### src/design/vtp_pkg.sv
`timescale 1ns / 1ps
// ----------------------------------------------------------------------------
// vtp_pkg
// Shared widths, codes, colors, config record and helper functions of the
// video test pattern pixel generator.
// ----------------------------------------------------------------------------
package vtp_pkg;

    localparam int COORD_W     = 12;
    localparam int FRAME_NUM_W = 8;
    localparam int COLOR_W     = 24;
    localparam int CH_W        = 8;
    localparam int MODE_W      = 3;
    localparam int FW_W        = 13;
    localparam int FC_W        = 8;
    localparam int CFG_IDX_W   = 3;
    localparam int CFG_DATA_W  = 24;

    localparam int BAR_COUNT   = 8;
    localparam int BAR_SEL_W   = $clog2(BAR_COUNT);

    // checker tile = width / 12 via multiply by 2^19/12, floor exact for 13 bits
    localparam int TILE_W       = 10;
    localparam int TILE_MIN     = 32;
    localparam int TILE_RECIP   = 43691;
    localparam int TILE_RECIP_W = 16;
    localparam int TILE_SHIFT   = 19;
    localparam int TILE_PROD_W  = FW_W + TILE_RECIP_W;

    localparam int GRAD_NUM_W  = COORD_W + CH_W;
    localparam int PULSE_NUM_W = FRAME_NUM_W + CH_W;

    localparam int DIV_STAGES  = 4;
    localparam int PIPE_DEPTH  = DIV_STAGES + 2;

    localparam int WIDTH_RESET  = 1080;
    localparam int HEIGHT_RESET = 2400;
    localparam int COUNT_RESET  = 30;

    localparam logic [BAR_COUNT-1:0][COLOR_W-1:0] BAR_COLORS = {
        24'h202020, 24'h0000ff, 24'hff0000, 24'hff00ff,
        24'h00ff00, 24'h00ffff, 24'hffff00, 24'hffffff
    };
    localparam logic [COLOR_W-1:0] CHK_DARK   = 24'h101820;
    localparam logic [COLOR_W-1:0] CHK_LIGHT  = 24'hd8e8ff;
    localparam logic [CH_W-1:0]    PULSE_BLUE = 8'h40;
    localparam logic [CH_W-1:0]    CH_MAX     = 8'hff;

    typedef enum logic [MODE_W-1:0] {
        MODE_BARS     = 3'd0,
        MODE_CHECKER  = 3'd1,
        MODE_PULSE    = 3'd2,
        MODE_SOLID    = 3'd3,
        MODE_GRADIENT = 3'd4
    } mode_t;

    typedef enum logic [CFG_IDX_W-1:0] {
        REG_MODE   = 3'd0,
        REG_WIDTH  = 3'd1,
        REG_HEIGHT = 3'd2,
        REG_COUNT  = 3'd3,
        REG_SOLID  = 3'd4
    } reg_index_t;

    typedef struct packed {
        logic [COORD_W-1:0]     pixel_x;
        logic [COORD_W-1:0]     pixel_y;
        logic [FRAME_NUM_W-1:0] frame_number;
    } coord_t;

    typedef struct packed {
        logic [COLOR_W-1:0] pixel_color;
    } color_t;

    // bar_thr[k] = (k+1) * bar width: bar index is the count of thresholds passed
    typedef logic [BAR_COUNT-2:0][FW_W-1:0] bar_thr_t;

    typedef struct packed {
        logic [MODE_W-1:0]  mode;
        bar_thr_t           bar_thr;
        logic [TILE_W-1:0]  tile;
        logic [FW_W-1:0]    grad_den_x;
        logic [FW_W-1:0]    grad_den_y;
        logic [FC_W-1:0]    pulse_den;
        logic [COLOR_W-1:0] solid_color;
    } cfg_t;

    typedef struct packed {
        logic [PIPE_DEPTH-1:0] en;
        logic                  out_valid;
    } pipe_ctl_t;

    function automatic bar_thr_t f_bar_thr(input logic [FW_W-1:0] fw);
        logic [FW_W-1:0] bw;
        bar_thr_t        thr;
        bw = fw >> BAR_SEL_W;
        if (bw == '0)
        begin
            bw = FW_W'(1);
        end
        thr[0] = bw;
        for (int k = 1; k < BAR_COUNT - 1; k++)
        begin
            thr[k] = thr[k-1] + bw;
        end
        return thr;
    endfunction

    function automatic logic [TILE_W-1:0] f_tile(input logic [FW_W-1:0] fw);
        logic [TILE_PROD_W-1:0] prod;
        logic [TILE_W-1:0]      t;
        prod = TILE_PROD_W'(fw) * TILE_PROD_W'(TILE_RECIP);
        t = prod[TILE_SHIFT +: TILE_W];
        if (t < TILE_W'(TILE_MIN))
        begin
            t = TILE_W'(TILE_MIN);
        end
        return t;
    endfunction

    function automatic logic [FW_W-1:0] f_dim_den(input logic [FW_W-1:0] dim);
        return (dim > FW_W'(1)) ? dim - FW_W'(1) : FW_W'(1);
    endfunction

    function automatic logic [FC_W-1:0] f_count_den(input logic [FC_W-1:0] fc);
        return (fc > FC_W'(1)) ? fc - FC_W'(1) : FC_W'(1);
    endfunction

    function automatic cfg_t f_cfg_reset();
        cfg_t c;
        c.mode        = MODE_BARS;
        c.bar_thr     = f_bar_thr(FW_W'(WIDTH_RESET));
        c.tile        = f_tile(FW_W'(WIDTH_RESET));
        c.grad_den_x  = f_dim_den(FW_W'(WIDTH_RESET));
        c.grad_den_y  = f_dim_den(FW_W'(HEIGHT_RESET));
        c.pulse_den   = f_count_den(FC_W'(COUNT_RESET));
        c.solid_color = '0;
        return c;
    endfunction

endpackage

### src/design/vtp_pipe_ctrl.sv
`timescale 1ns / 1ps
// ----------------------------------------------------------------------------
// vtp_pipe_ctrl
// Valid bits and per-stage load enables. A stage loads when it is empty or
// its successor moves, so bubbles close up and a stall holds every request.
// ----------------------------------------------------------------------------
module vtp_pipe_ctrl
    import vtp_pkg::*;
(
    input  logic      clk,
    input  logic      rst_n,
    input  logic      up_valid,
    input  logic      down_ready,
    output pipe_ctl_t ctl
);

    logic [PIPE_DEPTH-1:0] vld_reg;
    logic [PIPE_DEPTH-1:0] vld_next;
    logic [PIPE_DEPTH-1:0] rdy;

    assign rdy[PIPE_DEPTH-1] = !vld_reg[PIPE_DEPTH-1] || down_ready;

    for (genvar i = 0; i < PIPE_DEPTH - 1; i++)
    begin : g_rdy
        assign rdy[i] = !vld_reg[i] || rdy[i+1];
    end

    for (genvar i = 0; i < PIPE_DEPTH; i++)
    begin : g_vld
        if (i == 0)
        begin : g_head
            assign vld_next[i] = rdy[i] ? up_valid : vld_reg[i];
        end
        else
        begin : g_body
            assign vld_next[i] = rdy[i] ? vld_reg[i-1] : vld_reg[i];
        end
    end

    always_ff @(posedge clk or negedge rst_n)
    begin
        if (!rst_n)
        begin
            vld_reg <= '0;
        end
        else
        begin
            vld_reg <= vld_next;
        end
    end

    assign ctl.en        = rdy;
    assign ctl.out_valid = vld_reg[PIPE_DEPTH-1];

`ifndef ASSERT_OFF
    // empty output stage means the whole chain can move
    a_empty_out_ready: assert property (@(posedge clk) disable iff (!rst_n)
        !vld_reg[PIPE_DEPTH-1] |-> rdy[0])
        else $error("input blocked with empty output stage");

    // only a completely full, stalled pipe may refuse input
    a_full_blocks: assert property (@(posedge clk) disable iff (!rst_n)
        !rdy[0] |-> ((&vld_reg) && !down_ready))
        else $error("input blocked while a stage is free");

    // requests in flight change only by accepts on either side
    a_count: assert property (@(posedge clk) disable iff (!rst_n)
        $past(rst_n) |->
        ($countones(vld_reg) == $countones($past(vld_reg))
            + ($past(up_valid && rdy[0]) ? 1 : 0)
            - ($past(vld_reg[PIPE_DEPTH-1] && down_ready) ? 1 : 0)))
        else $error("request lost or duplicated in pipeline");
`endif

endmodule

### config.mk
export PLATFORM = sky130hd
export DESIGN_NAME = vtp_pipe_ctrl
export DESIGN_NICKNAME = d
export VERILOG_FILES = /design/src/design/vtp_pkg.sv /design/src/design/vtp_pipe_ctrl.sv
export SDC_FILE = /design/constraint.sdc
export NUM_CORES = 1
export LEC_CHECK = 0
export ABC_CLOCK_PERIOD_IN_PS = 3080
export BUFFER_PORTS_ARGS = -buffer_cell sky130_fd_sc_hd__buf_2
export CORE_AREA = 2 2 39 41
export DETAILED_ROUTE_END_ITERATION = 8
export DIE_AREA = 0 0 41 43
export GPL_ROUTABILITY_DRIVEN = 1
export PLACE_DENSITY = 0.48
export RECOVER_POWER = 100
export SLEW_MARGIN = 25
export SYNTH_ARGS = -nofsm -noshare
export SYNTH_HDL_FRONTEND = slang
export SYNTH_SLANG_ARGS = --single-unit
### constraint.sdc
create_clock -name clk -period 3.08 [get_ports clk]
set_clock_uncertainty 0.05 [all_clocks]
set_input_delay 0.462 -clock clk [delete_from_list [all_inputs] [get_ports clk]]
set_output_delay 0.462 -clock clk [all_outputs]
set_load 0.05 [all_outputs]
==> impl_metrics.env <==
export IMPL_status="finished clean"
export IMPL_place_ws_ns=1.24
export IMPL_comb_power_share=0.301
export IMPL_place_inst=45
export IMPL_cts_htree_levels=1
export IMPL_synth_seq_cells=6
export IMPL_synth_async_reset_ratio=1.00
export IMPL_hold_ws_ns=0.369
export IMPL_synth_flop_cell="dfrtp_1"
export IMPL_grt_antenna_before_repair=0
export IMPL_grt_pass1_vias=241
export IMPL_stdcell_count=49
export IMPL_diodes=0
export IMPL_finalCritPeriodShare=0.659
export IMPL_first_iter_violations=8
export IMPL_setup_tns_ns=0
export IMPL_syn_to_final_growth_pct=28.8
export IMPL_synth_edf_count=0
export IMPL_drt_first_pass_iters=4
export IMPL_path_max_fanout=8
export IMPL_path_delay_family="buffers and inverters"
export IMPL_final_area_um2=330
export IMPL_required_ns=2.57
export IMPL_sw_frac_of_total=0.381
export IMPL_fmax_mhz=493
export IMPL_routedWlPerCell_um=10.5
export IMPL_p_int_mw=0.150
export IMPL_power_density_nw_per_um2=735
export IMPL_final_net_count=39
export IMPL_cts_repair_resize_count=0
export IMPL_path_buf_inv=1
export IMPL_yosysWarnings=0
export IMPL_largest_reg_flops=6
export IMPL_numCtsBuffers=3
export IMPL_netlist_instances=21
export IMPL_clockBufferDepth=2
export IMPL_setup_violations=0
export IMPL_crit_chain="and4b_1, nand4_1, clkbuf_1"
export IMPL_overflow=0
export IMPL_r2r_cells=2
export IMPL_seq_power_share=0.411
export IMPL_yosysMostFrequentCell="dfrtp_1"
export IMPL_period_minus_slack_ns=2.03
export IMPL_ir_drop_v=0.000205
export IMPL_synth_seq_area_share=0.585
export IMPL_rows=14
export IMPL_r2r_start="vld_reg[5]$_DFFE_PN0P_"
export IMPL_io_buffers=10
export IMPL_slowest_stage="clkbuf_1"
export IMPL_wl_um=516
export IMPL_critPathArrivalTime_ns=1.52
export IMPL_synth_top_area_cell="dfrtp_1"
export IMPL_synth_top_cells_by_count="dfrtp_1 (6), nand2b_1 (3)"
export IMPL_clockPowerShare=0.288
export IMPL_initial_core_util=0.185
export IMPL_grt_pass1_wl_um=890
export IMPL_hold_path_class="primary input to flop"
export IMPL_relSlewSlack=0.600
export IMPL_cp_depth=3
export IMPL_cts_tree="yes"
export IMPL_hp_start="up_valid"
export IMPL_slew_viol_final=0
export IMPL_synth_area_top_cells="dfrtp_1 (59%), nand2b_1 (7.3%), buf_6 (4.4%)"
export IMPL_syn_area_per_cell_um2=12.2
export IMPL_end_kind="primary output"
export IMPL_drive_above_1_share=0.152
export IMPL_final_util=0.239
export IMPL_hold_depth=2
export IMPL_r2r_end="vld_reg[0]$_DFFE_PN0P_"
export IMPL_die_h_um=43
export IMPL_num_io_pins=11
export IMPL_dr_total_vias=211
export IMPL_gp_congestion=0.574
export IMPL_power_mw=0.243
export IMPL_grt_max_degree=9
export IMPL_crit_path_max_incr_delay_ns=0.48
export IMPL_hold_viol_final=0
export IMPL_synth_top_area_frac=0.585
export IMPL_worst_slack_ns=1.05
export IMPL_p_leak_nw=0.136
export IMPL_rsz0062_at_grt="no"
export IMPL_drc=0
export IMPL_maxCapViolations=0
export IMPL_fill_cells=154
export IMPL_dpl_cell_area_um2=308
export IMPL_switching_power_mw=0.0925
export IMPL_cts_root_buf="clkbuf_4"
export IMPL_holdPathEnd="vld_reg[0]$_DFFE_PN0P_"
export IMPL_core_area_um2=1380
export IMPL_drtAntennaViolNets=0
export IMPL_via_per_inst=4.31
export IMPL_clock_sinks=6
export IMPL_mappedNetlistArea_um2=256
export IMPL_synthesis_nets=25
export IMPL_start_kind="flop"
export IMPL_worstSkewPairLatency_ns=0.24
export IMPL_rrSetupSlack_ns=1.98
export IMPL_tightest_slew_ns=0.603
export IMPL_track_usage=0.0801
export IMPL_clk_pin_slew_ns=0.04
export IMPL_synthDistinctLibCells=14
export IMPL_critPathKind="flop to primary output"
export IMPL_die_width_um=41
export IMPL_dieArea_um2=1760
-- layout by cell type (no fill, tap or decap), drive strengths merged --
| master | n |
|---|---|
| a31o | 1 |
| a41o | 1 |
| buf | 2 |
| nand2b | 3 |
| dlygate4sd3 | 1 |
| inv | 1 |
| nand3b | 1 |
| clkbuf | 11 |
| a21o | 1 |
| and4b | 1 |
| nand3 | 1 |
| dfrtp | 6 |
| nand2 | 1 |
| or2 | 1 |
| nand4 | 1 |
-- worst max path at each step --
stage                           start  endpoint  slack, ns
6_report       vld_reg[5]$_DFFE_PN0P_    ctl[1]       1.05
3_3_place_gp               down_ready    ctl[1]       1.30
3_5_place_dp               down_ready    ctl[1]       1.24
4_1_cts        vld_reg[5]$_DFFE_PN0P_    ctl[1]       1.21
2_1_floorplan              down_ready    ctl[1]       1.27
5_1_grt        vld_reg[4]$_DFFE_PN0P_    ctl[1]       0.96
-- area by class of cell --
| cell class | count | area (um2) | area share |
|---|---|---|---|
| tap | 16 | 20.0 | 0.0606 |
| timing repair buffer | 11 | 50.0 | 0.152 |
| sequential | 6 | 150 | 0.455 |
| multi-input combinational | 12 | 83.8 | 0.254 |
| inverter | 1 | 3.75 | 0.0114 |
| clock buffer | 3 | 22.5 | 0.0682 |
-- power by group through the flow --
stage	registers, mW	logic, mW	clock network, mW
after floorplan	0.0981	0.0656	0
after global placement	0.0988	0.0734	0
after detailed placement	0.101	0.0757	0
after CTS	0.0995	0.0772	0.0740
after global routing	0.102	0.0774	0.0796
final	0.0996	0.0731	0.0699
-- routing by layer --
layer | track usage | wire length, um
met1 | 0.0731 | 198
met2 | 0.122 | 237
met3 | 0.0628 | 80
met4 | 0.0400 | 0
met5 | 0 | 0
-- repair_timing --
item	in CTS	in global routing
hold buffers	1	0
hold endpoints to repair	6	0
buffers inserted	0	0
-- cells by family after synthesis --
family,after synthesis,synth area share
buf+inv,3,0.0878
simple gates,9,0.224
flops,6,0.585
compound gates,3,0.102
Note: power is estimated with default switching activity, not from simulation.
