### src/design/vtp_pkg.sv
`timescale 1ns / 1ps
// ----------------------------------------------------------------------------
// vtp_pkg
// Shared widths, codes, colors, config record and helper functions of the
// video test pattern pixel generator.
// ----------------------------------------------------------------------------
package vtp_pkg;

    localparam int COORD_W     = 12;
    localparam int FRAME_NUM_W = 8;
    localparam int COLOR_W     = 24;
    localparam int CH_W        = 8;
    localparam int MODE_W      = 3;
    localparam int FW_W        = 13;
    localparam int FC_W        = 8;
    localparam int CFG_IDX_W   = 3;
    localparam int CFG_DATA_W  = 24;

    localparam int BAR_COUNT   = 8;
    localparam int BAR_SEL_W   = $clog2(BAR_COUNT);

    // checker tile = width / 12 via multiply by 2^19/12, floor exact for 13 bits
    localparam int TILE_W       = 10;
    localparam int TILE_MIN     = 32;
    localparam int TILE_RECIP   = 43691;
    localparam int TILE_RECIP_W = 16;
    localparam int TILE_SHIFT   = 19;
    localparam int TILE_PROD_W  = FW_W + TILE_RECIP_W;

    localparam int GRAD_NUM_W  = COORD_W + CH_W;
    localparam int PULSE_NUM_W = FRAME_NUM_W + CH_W;

    localparam int DIV_STAGES  = 4;
    localparam int PIPE_DEPTH  = DIV_STAGES + 2;

    localparam int WIDTH_RESET  = 1080;
    localparam int HEIGHT_RESET = 2400;
    localparam int COUNT_RESET  = 30;

    localparam logic [BAR_COUNT-1:0][COLOR_W-1:0] BAR_COLORS = {
        24'h202020, 24'h0000ff, 24'hff0000, 24'hff00ff,
        24'h00ff00, 24'h00ffff, 24'hffff00, 24'hffffff
    };
    localparam logic [COLOR_W-1:0] CHK_DARK   = 24'h101820;
    localparam logic [COLOR_W-1:0] CHK_LIGHT  = 24'hd8e8ff;
    localparam logic [CH_W-1:0]    PULSE_BLUE = 8'h40;
    localparam logic [CH_W-1:0]    CH_MAX     = 8'hff;

    typedef enum logic [MODE_W-1:0] {
        MODE_BARS     = 3'd0,
        MODE_CHECKER  = 3'd1,
        MODE_PULSE    = 3'd2,
        MODE_SOLID    = 3'd3,
        MODE_GRADIENT = 3'd4
    } mode_t;

    typedef enum logic [CFG_IDX_W-1:0] {
        REG_MODE   = 3'd0,
        REG_WIDTH  = 3'd1,
        REG_HEIGHT = 3'd2,
        REG_COUNT  = 3'd3,
        REG_SOLID  = 3'd4
    } reg_index_t;

    typedef struct packed {
        logic [COORD_W-1:0]     pixel_x;
        logic [COORD_W-1:0]     pixel_y;
        logic [FRAME_NUM_W-1:0] frame_number;
    } coord_t;

    typedef struct packed {
        logic [COLOR_W-1:0] pixel_color;
    } color_t;

    // bar_thr[k] = (k+1) * bar width: bar index is the count of thresholds passed
    typedef logic [BAR_COUNT-2:0][FW_W-1:0] bar_thr_t;

    typedef struct packed {
        logic [MODE_W-1:0]  mode;
        bar_thr_t           bar_thr;
        logic [TILE_W-1:0]  tile;
        logic [FW_W-1:0]    grad_den_x;
        logic [FW_W-1:0]    grad_den_y;
        logic [FC_W-1:0]    pulse_den;
        logic [COLOR_W-1:0] solid_color;
    } cfg_t;

    typedef struct packed {
        logic [PIPE_DEPTH-1:0] en;
        logic                  out_valid;
    } pipe_ctl_t;

    function automatic bar_thr_t f_bar_thr(input logic [FW_W-1:0] fw);
        logic [FW_W-1:0] bw;
        bar_thr_t        thr;
        bw = fw >> BAR_SEL_W;
        if (bw == '0)
        begin
            bw = FW_W'(1);
        end
        thr[0] = bw;
        for (int k = 1; k < BAR_COUNT - 1; k++)
        begin
            thr[k] = thr[k-1] + bw;
        end
        return thr;
    endfunction

    function automatic logic [TILE_W-1:0] f_tile(input logic [FW_W-1:0] fw);
        logic [TILE_PROD_W-1:0] prod;
        logic [TILE_W-1:0]      t;
        prod = TILE_PROD_W'(fw) * TILE_PROD_W'(TILE_RECIP);
        t = prod[TILE_SHIFT +: TILE_W];
        if (t < TILE_W'(TILE_MIN))
        begin
            t = TILE_W'(TILE_MIN);
        end
        return t;
    endfunction

    function automatic logic [FW_W-1:0] f_dim_den(input logic [FW_W-1:0] dim);
        return (dim > FW_W'(1)) ? dim - FW_W'(1) : FW_W'(1);
    endfunction

    function automatic logic [FC_W-1:0] f_count_den(input logic [FC_W-1:0] fc);
        return (fc > FC_W'(1)) ? fc - FC_W'(1) : FC_W'(1);
    endfunction

    function automatic cfg_t f_cfg_reset();
        cfg_t c;
        c.mode        = MODE_BARS;
        c.bar_thr     = f_bar_thr(FW_W'(WIDTH_RESET));
        c.tile        = f_tile(FW_W'(WIDTH_RESET));
        c.grad_den_x  = f_dim_den(FW_W'(WIDTH_RESET));
        c.grad_den_y  = f_dim_den(FW_W'(HEIGHT_RESET));
        c.pulse_den   = f_count_den(FC_W'(COUNT_RESET));
        c.solid_color = '0;
        return c;
    endfunction

endpackage

### src/design/vtp_div_pipe.sv
`timescale 1ns / 1ps
// ----------------------------------------------------------------------------
// vtp_div_pipe
// Pipelined restoring divider, a few quotient bits per stage. The divisor is
// a config value the user must hold while items are in flight (not enforced).
// Needs num < den << QUO_W for an exact quotient. STAGES must be at least 2.
// ----------------------------------------------------------------------------
module vtp_div_pipe
    import vtp_pkg::*;
#(
    parameter int NUM_W  = GRAD_NUM_W,
    parameter int DEN_W  = FW_W,
    parameter int QUO_W  = CH_W,
    parameter int STAGES = DIV_STAGES
)
(
    input  logic              clk,
    input  logic [STAGES-1:0] en,
    input  logic [NUM_W-1:0]  num,
    input  logic [DEN_W-1:0]  den,
    output logic [QUO_W-1:0]  quo
);

    localparam int STEPS = (QUO_W + STAGES - 1) / STAGES;
    localparam int EXT_W = (NUM_W > DEN_W + QUO_W) ? NUM_W : DEN_W + QUO_W;

    logic [STAGES-2:0][EXT_W-1:0] rem_reg;
    logic [STAGES-1:0][QUO_W-1:0] quo_reg;

    for (genvar s = 0; s < STAGES; s++)
    begin : g_stage
        logic [EXT_W-1:0] rem_c [STEPS+1];
        logic [QUO_W-1:0] quo_c [STEPS+1];

        if (s == 0)
        begin : g_first
            assign rem_c[0] = EXT_W'(num);
            assign quo_c[0] = '0;
        end
        else
        begin : g_next
            assign rem_c[0] = rem_reg[s-1];
            assign quo_c[0] = quo_reg[s-1];
        end

        for (genvar j = 0; j < STEPS; j++)
        begin : g_step
            localparam int BIT = QUO_W - 1 - (s * STEPS + j);
            if (BIT >= 0)
            begin : g_sub
                logic [EXT_W-1:0] dsh;
                logic             take;
                assign dsh          = EXT_W'(den) << BIT;
                assign take         = rem_c[j] >= dsh;
                assign rem_c[j+1]   = take ? rem_c[j] - dsh : rem_c[j];
                assign quo_c[j+1]   = quo_c[j] | (QUO_W'(take) << BIT);
            end
            else
            begin : g_pass
                assign rem_c[j+1] = rem_c[j];
                assign quo_c[j+1] = quo_c[j];
            end
        end

        always_ff @(posedge clk)
        begin
            if (en[s])
            begin
                quo_reg[s] <= quo_c[STEPS];
            end
        end

        // last stage only hands on the quotient
        if (s < STAGES - 1)
        begin : g_rem
            always_ff @(posedge clk)
            begin
                if (en[s])
                begin
                    rem_reg[s] <= rem_c[STEPS];
                end
            end
        end
    end

    assign quo = quo_reg[STAGES-1];

endmodule

### config.mk
export PLATFORM = sky130hd
export DESIGN_NAME = vtp_div_pipe
export DESIGN_NICKNAME = d
export VERILOG_FILES = /design/src/design/vtp_pkg.sv /design/src/design/vtp_div_pipe.sv
export SDC_FILE = /design/constraint.sdc
export NUM_CORES = 1
export LEC_CHECK = 0
export BUFFER_PORTS_ARGS = -buffer_cell sky130_fd_sc_hd__buf_2
export CORE_UTILIZATION = 60
export CTS_CLUSTER_SIZE = 14
export DETAILED_ROUTE_END_ITERATION = 12
export HOLD_SLACK_MARGIN = 0.1
export PLACE_DENSITY = 0.78
export SLEW_MARGIN = 20
export SYNTH_ARGS = -nofsm -noshare
export SYNTH_HDL_FRONTEND = slang
export SYNTH_SLANG_ARGS = --single-unit
### constraint.sdc
create_clock -name clk -period 9.1 [get_ports clk]
set_input_delay 1.82 -clock clk [delete_from_list [all_inputs] [get_ports clk]]
set_output_delay 1.82 -clock clk [all_outputs]
set_load 0.05 [all_outputs]
==> flow_summary_export.csv <==
group,metric,value,unit
critical_path,cpPeakStageDelay,570,ps
cells_and_area,largest_reg_flops,63,
clock_network,cts.path.max_buffers,2,
timing,setup-violations-final,0,
cells_and_area,drive_gt1_share,13.4,%
critical_path,endpoint_kind,"register",
clock_network,post-cts-setup-buffers,0,
power_and_ir_drop,power.density,343,nW/µm²
power_and_ir_drop,seq_power_share,21.6,%
cells_and_area,n_antenna_cell,0,
timing,rsz0062_at_grt,"false",
global_route,grt_pass1_vias,7244,
yosys,async_flop_share,0,%
cells_and_area,final_core_util,67.4,%
critical_path,start_kind,"input pin",
critical_path,critPathMostFrequentCell,"inv_1",
floorplan,die_h,123,µm
routing,drt_wl_total,22.0,mm
timing,tns,0,ps
routing,drc,0,
cells_and_area,fin_nets,1170,
global_route,grt_util_met2,55.6,%
min_path,min_path_type,"register to register",
floorplan,ios,46,
power_and_ir_drop,p_sw,1.45,mW
routing,drt_iter0_drc,587,
cells_and_area,fillers,1149,
power_and_ir_drop,p_int,1.83,mW
power_and_ir_drop,max-vdd-ir-drop,160,µV
timing,fin_crit,7760,ps
yosys,ys_seq_area_share,28.2,%
global_route,antenna_found_initial,0,
min_path,whs_path_depth,0,
global_route,grt_overflow,0,
yosys,syn_area,8840,µm²
flow_run,cap_violations,0,
power_and_ir_drop,pwr-share-comb,67.5,%
yosys,netlist_instances,976,
yosys,yosysWarnings,0,
global_route,gr-usage-met3,4.66,%
yosys,netlist_top_cells_count,"ha_1, a21oi_1, edfxtp_1",
yosys,ys_types,82,
floorplan,start_util,62.5,%
cells_and_area,multi_input_area,6000,µm²
clock_network,clkSinkCount,83,
placed_design,dp_hpwl,17.1,mm
critical_path,r2r_cells,20,
clock_network,insertion_delay,350,ps
yosys,synth_area_per_cell,9.05,µm²
critical_path,path_cells,"buf_2, inv_1, ha_1, and3_1, a221oi_2, o221ai_2, a21boi_4, inv_1, o21ai_0, inv_1, ha_1, nor2b_1, o31ai_1, a21oi_1, o41ai_1, o21bai_1, a32oi_1, nand4_2, mux2_4",
yosys,synth_top_area_share,28.2,%
clock_network,cts_buffers,9,
routing,ant_nets,0,
global_route,grt_usage,30.6,%
clock_network,cts.clk_slew.worst_paths,70,ps
timing,final_hold_viol_count,0,
critical_path,crit_path_top_delay_cell,"nand4_2",
critical_path,arrival,7860,ps
timing,slew_headroom,38.6,%
global_route,busiest_layer,"met2",
clock_network,root_buffer,"clkbuf_16",
clock_network,cts_tree,"done",
timing,fin_skew,9.67,ps
global_route,grt_max_degree,28,
placed_design,io_buffers,45,
yosys,synthTopCellsByArea,"edfxtp_1, ha_1, a21oi_1",
power_and_ir_drop,p_leak,4.02,nW
power_and_ir_drop,swShare,44.3,%
cells_and_area,seq_area,2490,µm²
yosys,ys_seq_elements,83,
clock_network,ctsHoldBuffers,0,
yosys,synth_area_leader_cell,"edfxtp_1",
routing,drtPass1Iterations,5,
clock_network,h-tree-depth,3,
power_and_ir_drop,p_clk_share,10.8,%
yosys,ys.flop_type,"edfxtp_1",
placed_design,place.gp.congestion,0.923,
timing,finalMaxSlewViolations,0,
yosys,synthMostInstantiatedCell,"ha_1",
global_route,use_met1,35.9,%
clock_network,post_cts_resized,0,
routing,vias,7508,
run_status,outcome,"finished clean",
floorplan,row_count,43,
timing,post-route-period-util,85.3,%
critical_path,critPathRequiredTime,9200,ps
cells_and_area,area_growth,7.99,%
floorplan,die-area,15200,µm²
yosys,syn-num-nets,1125,
timing,worstMarginPinSlew,898,ps
routing,vias_per_cell,6.23,
floorplan,core_area,14100,µm²
routing,routedWlPerCell,18.2,µm
global_route,grt_pass1_wl,35.3,mm
yosys,synth_edf_count,83,
critical_path,cp_max_fo,23,
critical_path,crit_type,"input pin to register",
timing,max_freq,0.129,GHz
floorplan,die_x,123,µm
-- critical path: cells and delay by family --
| family | cells | cell delay, ps |
|---|---|---|
| AOI/OAI and AO/OA | 9 | 2990 |
| adders and majority gates | 2 | 690 |
| buffers and inverters | 4 | 930 |
| muxes | 1 | 490 |
| and+or+nand+nor | 3 | 910 |
-- area by class of cell --
type | instances | area share, %
multi-input cells | 807 | 62.8
flip-flops and latches | 83 | 26.1
repair buffers | 54 | 3.07
inverters | 66 | 2.62
clock buffers | 9 | 2.36
well taps | 180 | 2.36
clock inverters | 7 | 0.629
-- worst paths after layout --
kind                                            from              endpoint  slack (ps)
worst min-delay path            g_stage[3].quo_c[20]                quo[4]         420
worst max-delay path                          den[5]  g_stage[3].rem_c[55]        1340
worst max register to register  g_stage[2].rem_c[45]  g_stage[3].rem_c[55]        2640
worst min register to register  g_stage[3].quo_c[20]                quo[4]         420
-- layout by cell type (no fill, tap or decap), types with 20 or more instances in the layout --
cell      instances
a21o_1           33
a21oi_1          94
buf_2            45
edfxtp_1         83
ha_1            104
inv_1            65
mux2_2           27
nand2_1          66
nand3_1          22
nor2_1           70
nor3_1           22
o21ai_0          63
xnor2_1          47
xor2_1           20
-- logic make-up after synthesis --
kind of cell | Yosys count | share of synthesized area [%]
AO/OA/AOI/OAI | 294 | 21.4
AND/OR/NAND/NOR | 285 | 16.9
multiplexers | 50 | 6.63
XOR/XNOR | 67 | 6.64
buffers and inverters | 86 | 3.94
flip-flops | 83 | 28.2
adder cells (fa/ha/maj) | 111 | 16.3
-- routing by layer --
layer  up-vias  part of all wire, %
met3        47                  4.1
met5         -                    0
met1      3517                   43
met2       187                   50
met4         0                  3.3
li1       3757                    -
-- metrics by stage --
| stage | cells | power (mW) | instance area (µm²) | hold slack [ps] | worst slack (ps) |
|---|---|---|---|---|---|
| global placement | 1190 | 2.84 | 9260 | 402 | 1270 |
| floorplan | 976 | 2.46 | 8840 | 400 | 2190 |
| CTS | 1206 | 3.25 | 9540 | 420 | 1390 |
| global route | 1206 | 3.56 | 9540 | 431 | 737 |
| finish | 1206 | 3.28 | 9540 | 419 | 1340 |
| detailed placement | 1190 | 2.88 | 9260 | 405 | 1030 |
-- power groups by stage --
stage / logic, mW / clock network (mW) / registers [mW]
floorplan: 1.77 / 0 / 0.683
global placement: 2.13 / 0 / 0.714
detailed placement: 2.17 / 0 / 0.714
CTS: 2.19 / 0.357 / 0.707
global route: 2.46 / 0.373 / 0.719
finish: 2.21 / 0.356 / 0.709
Note: power is estimated with default switching activity, not from simulation.
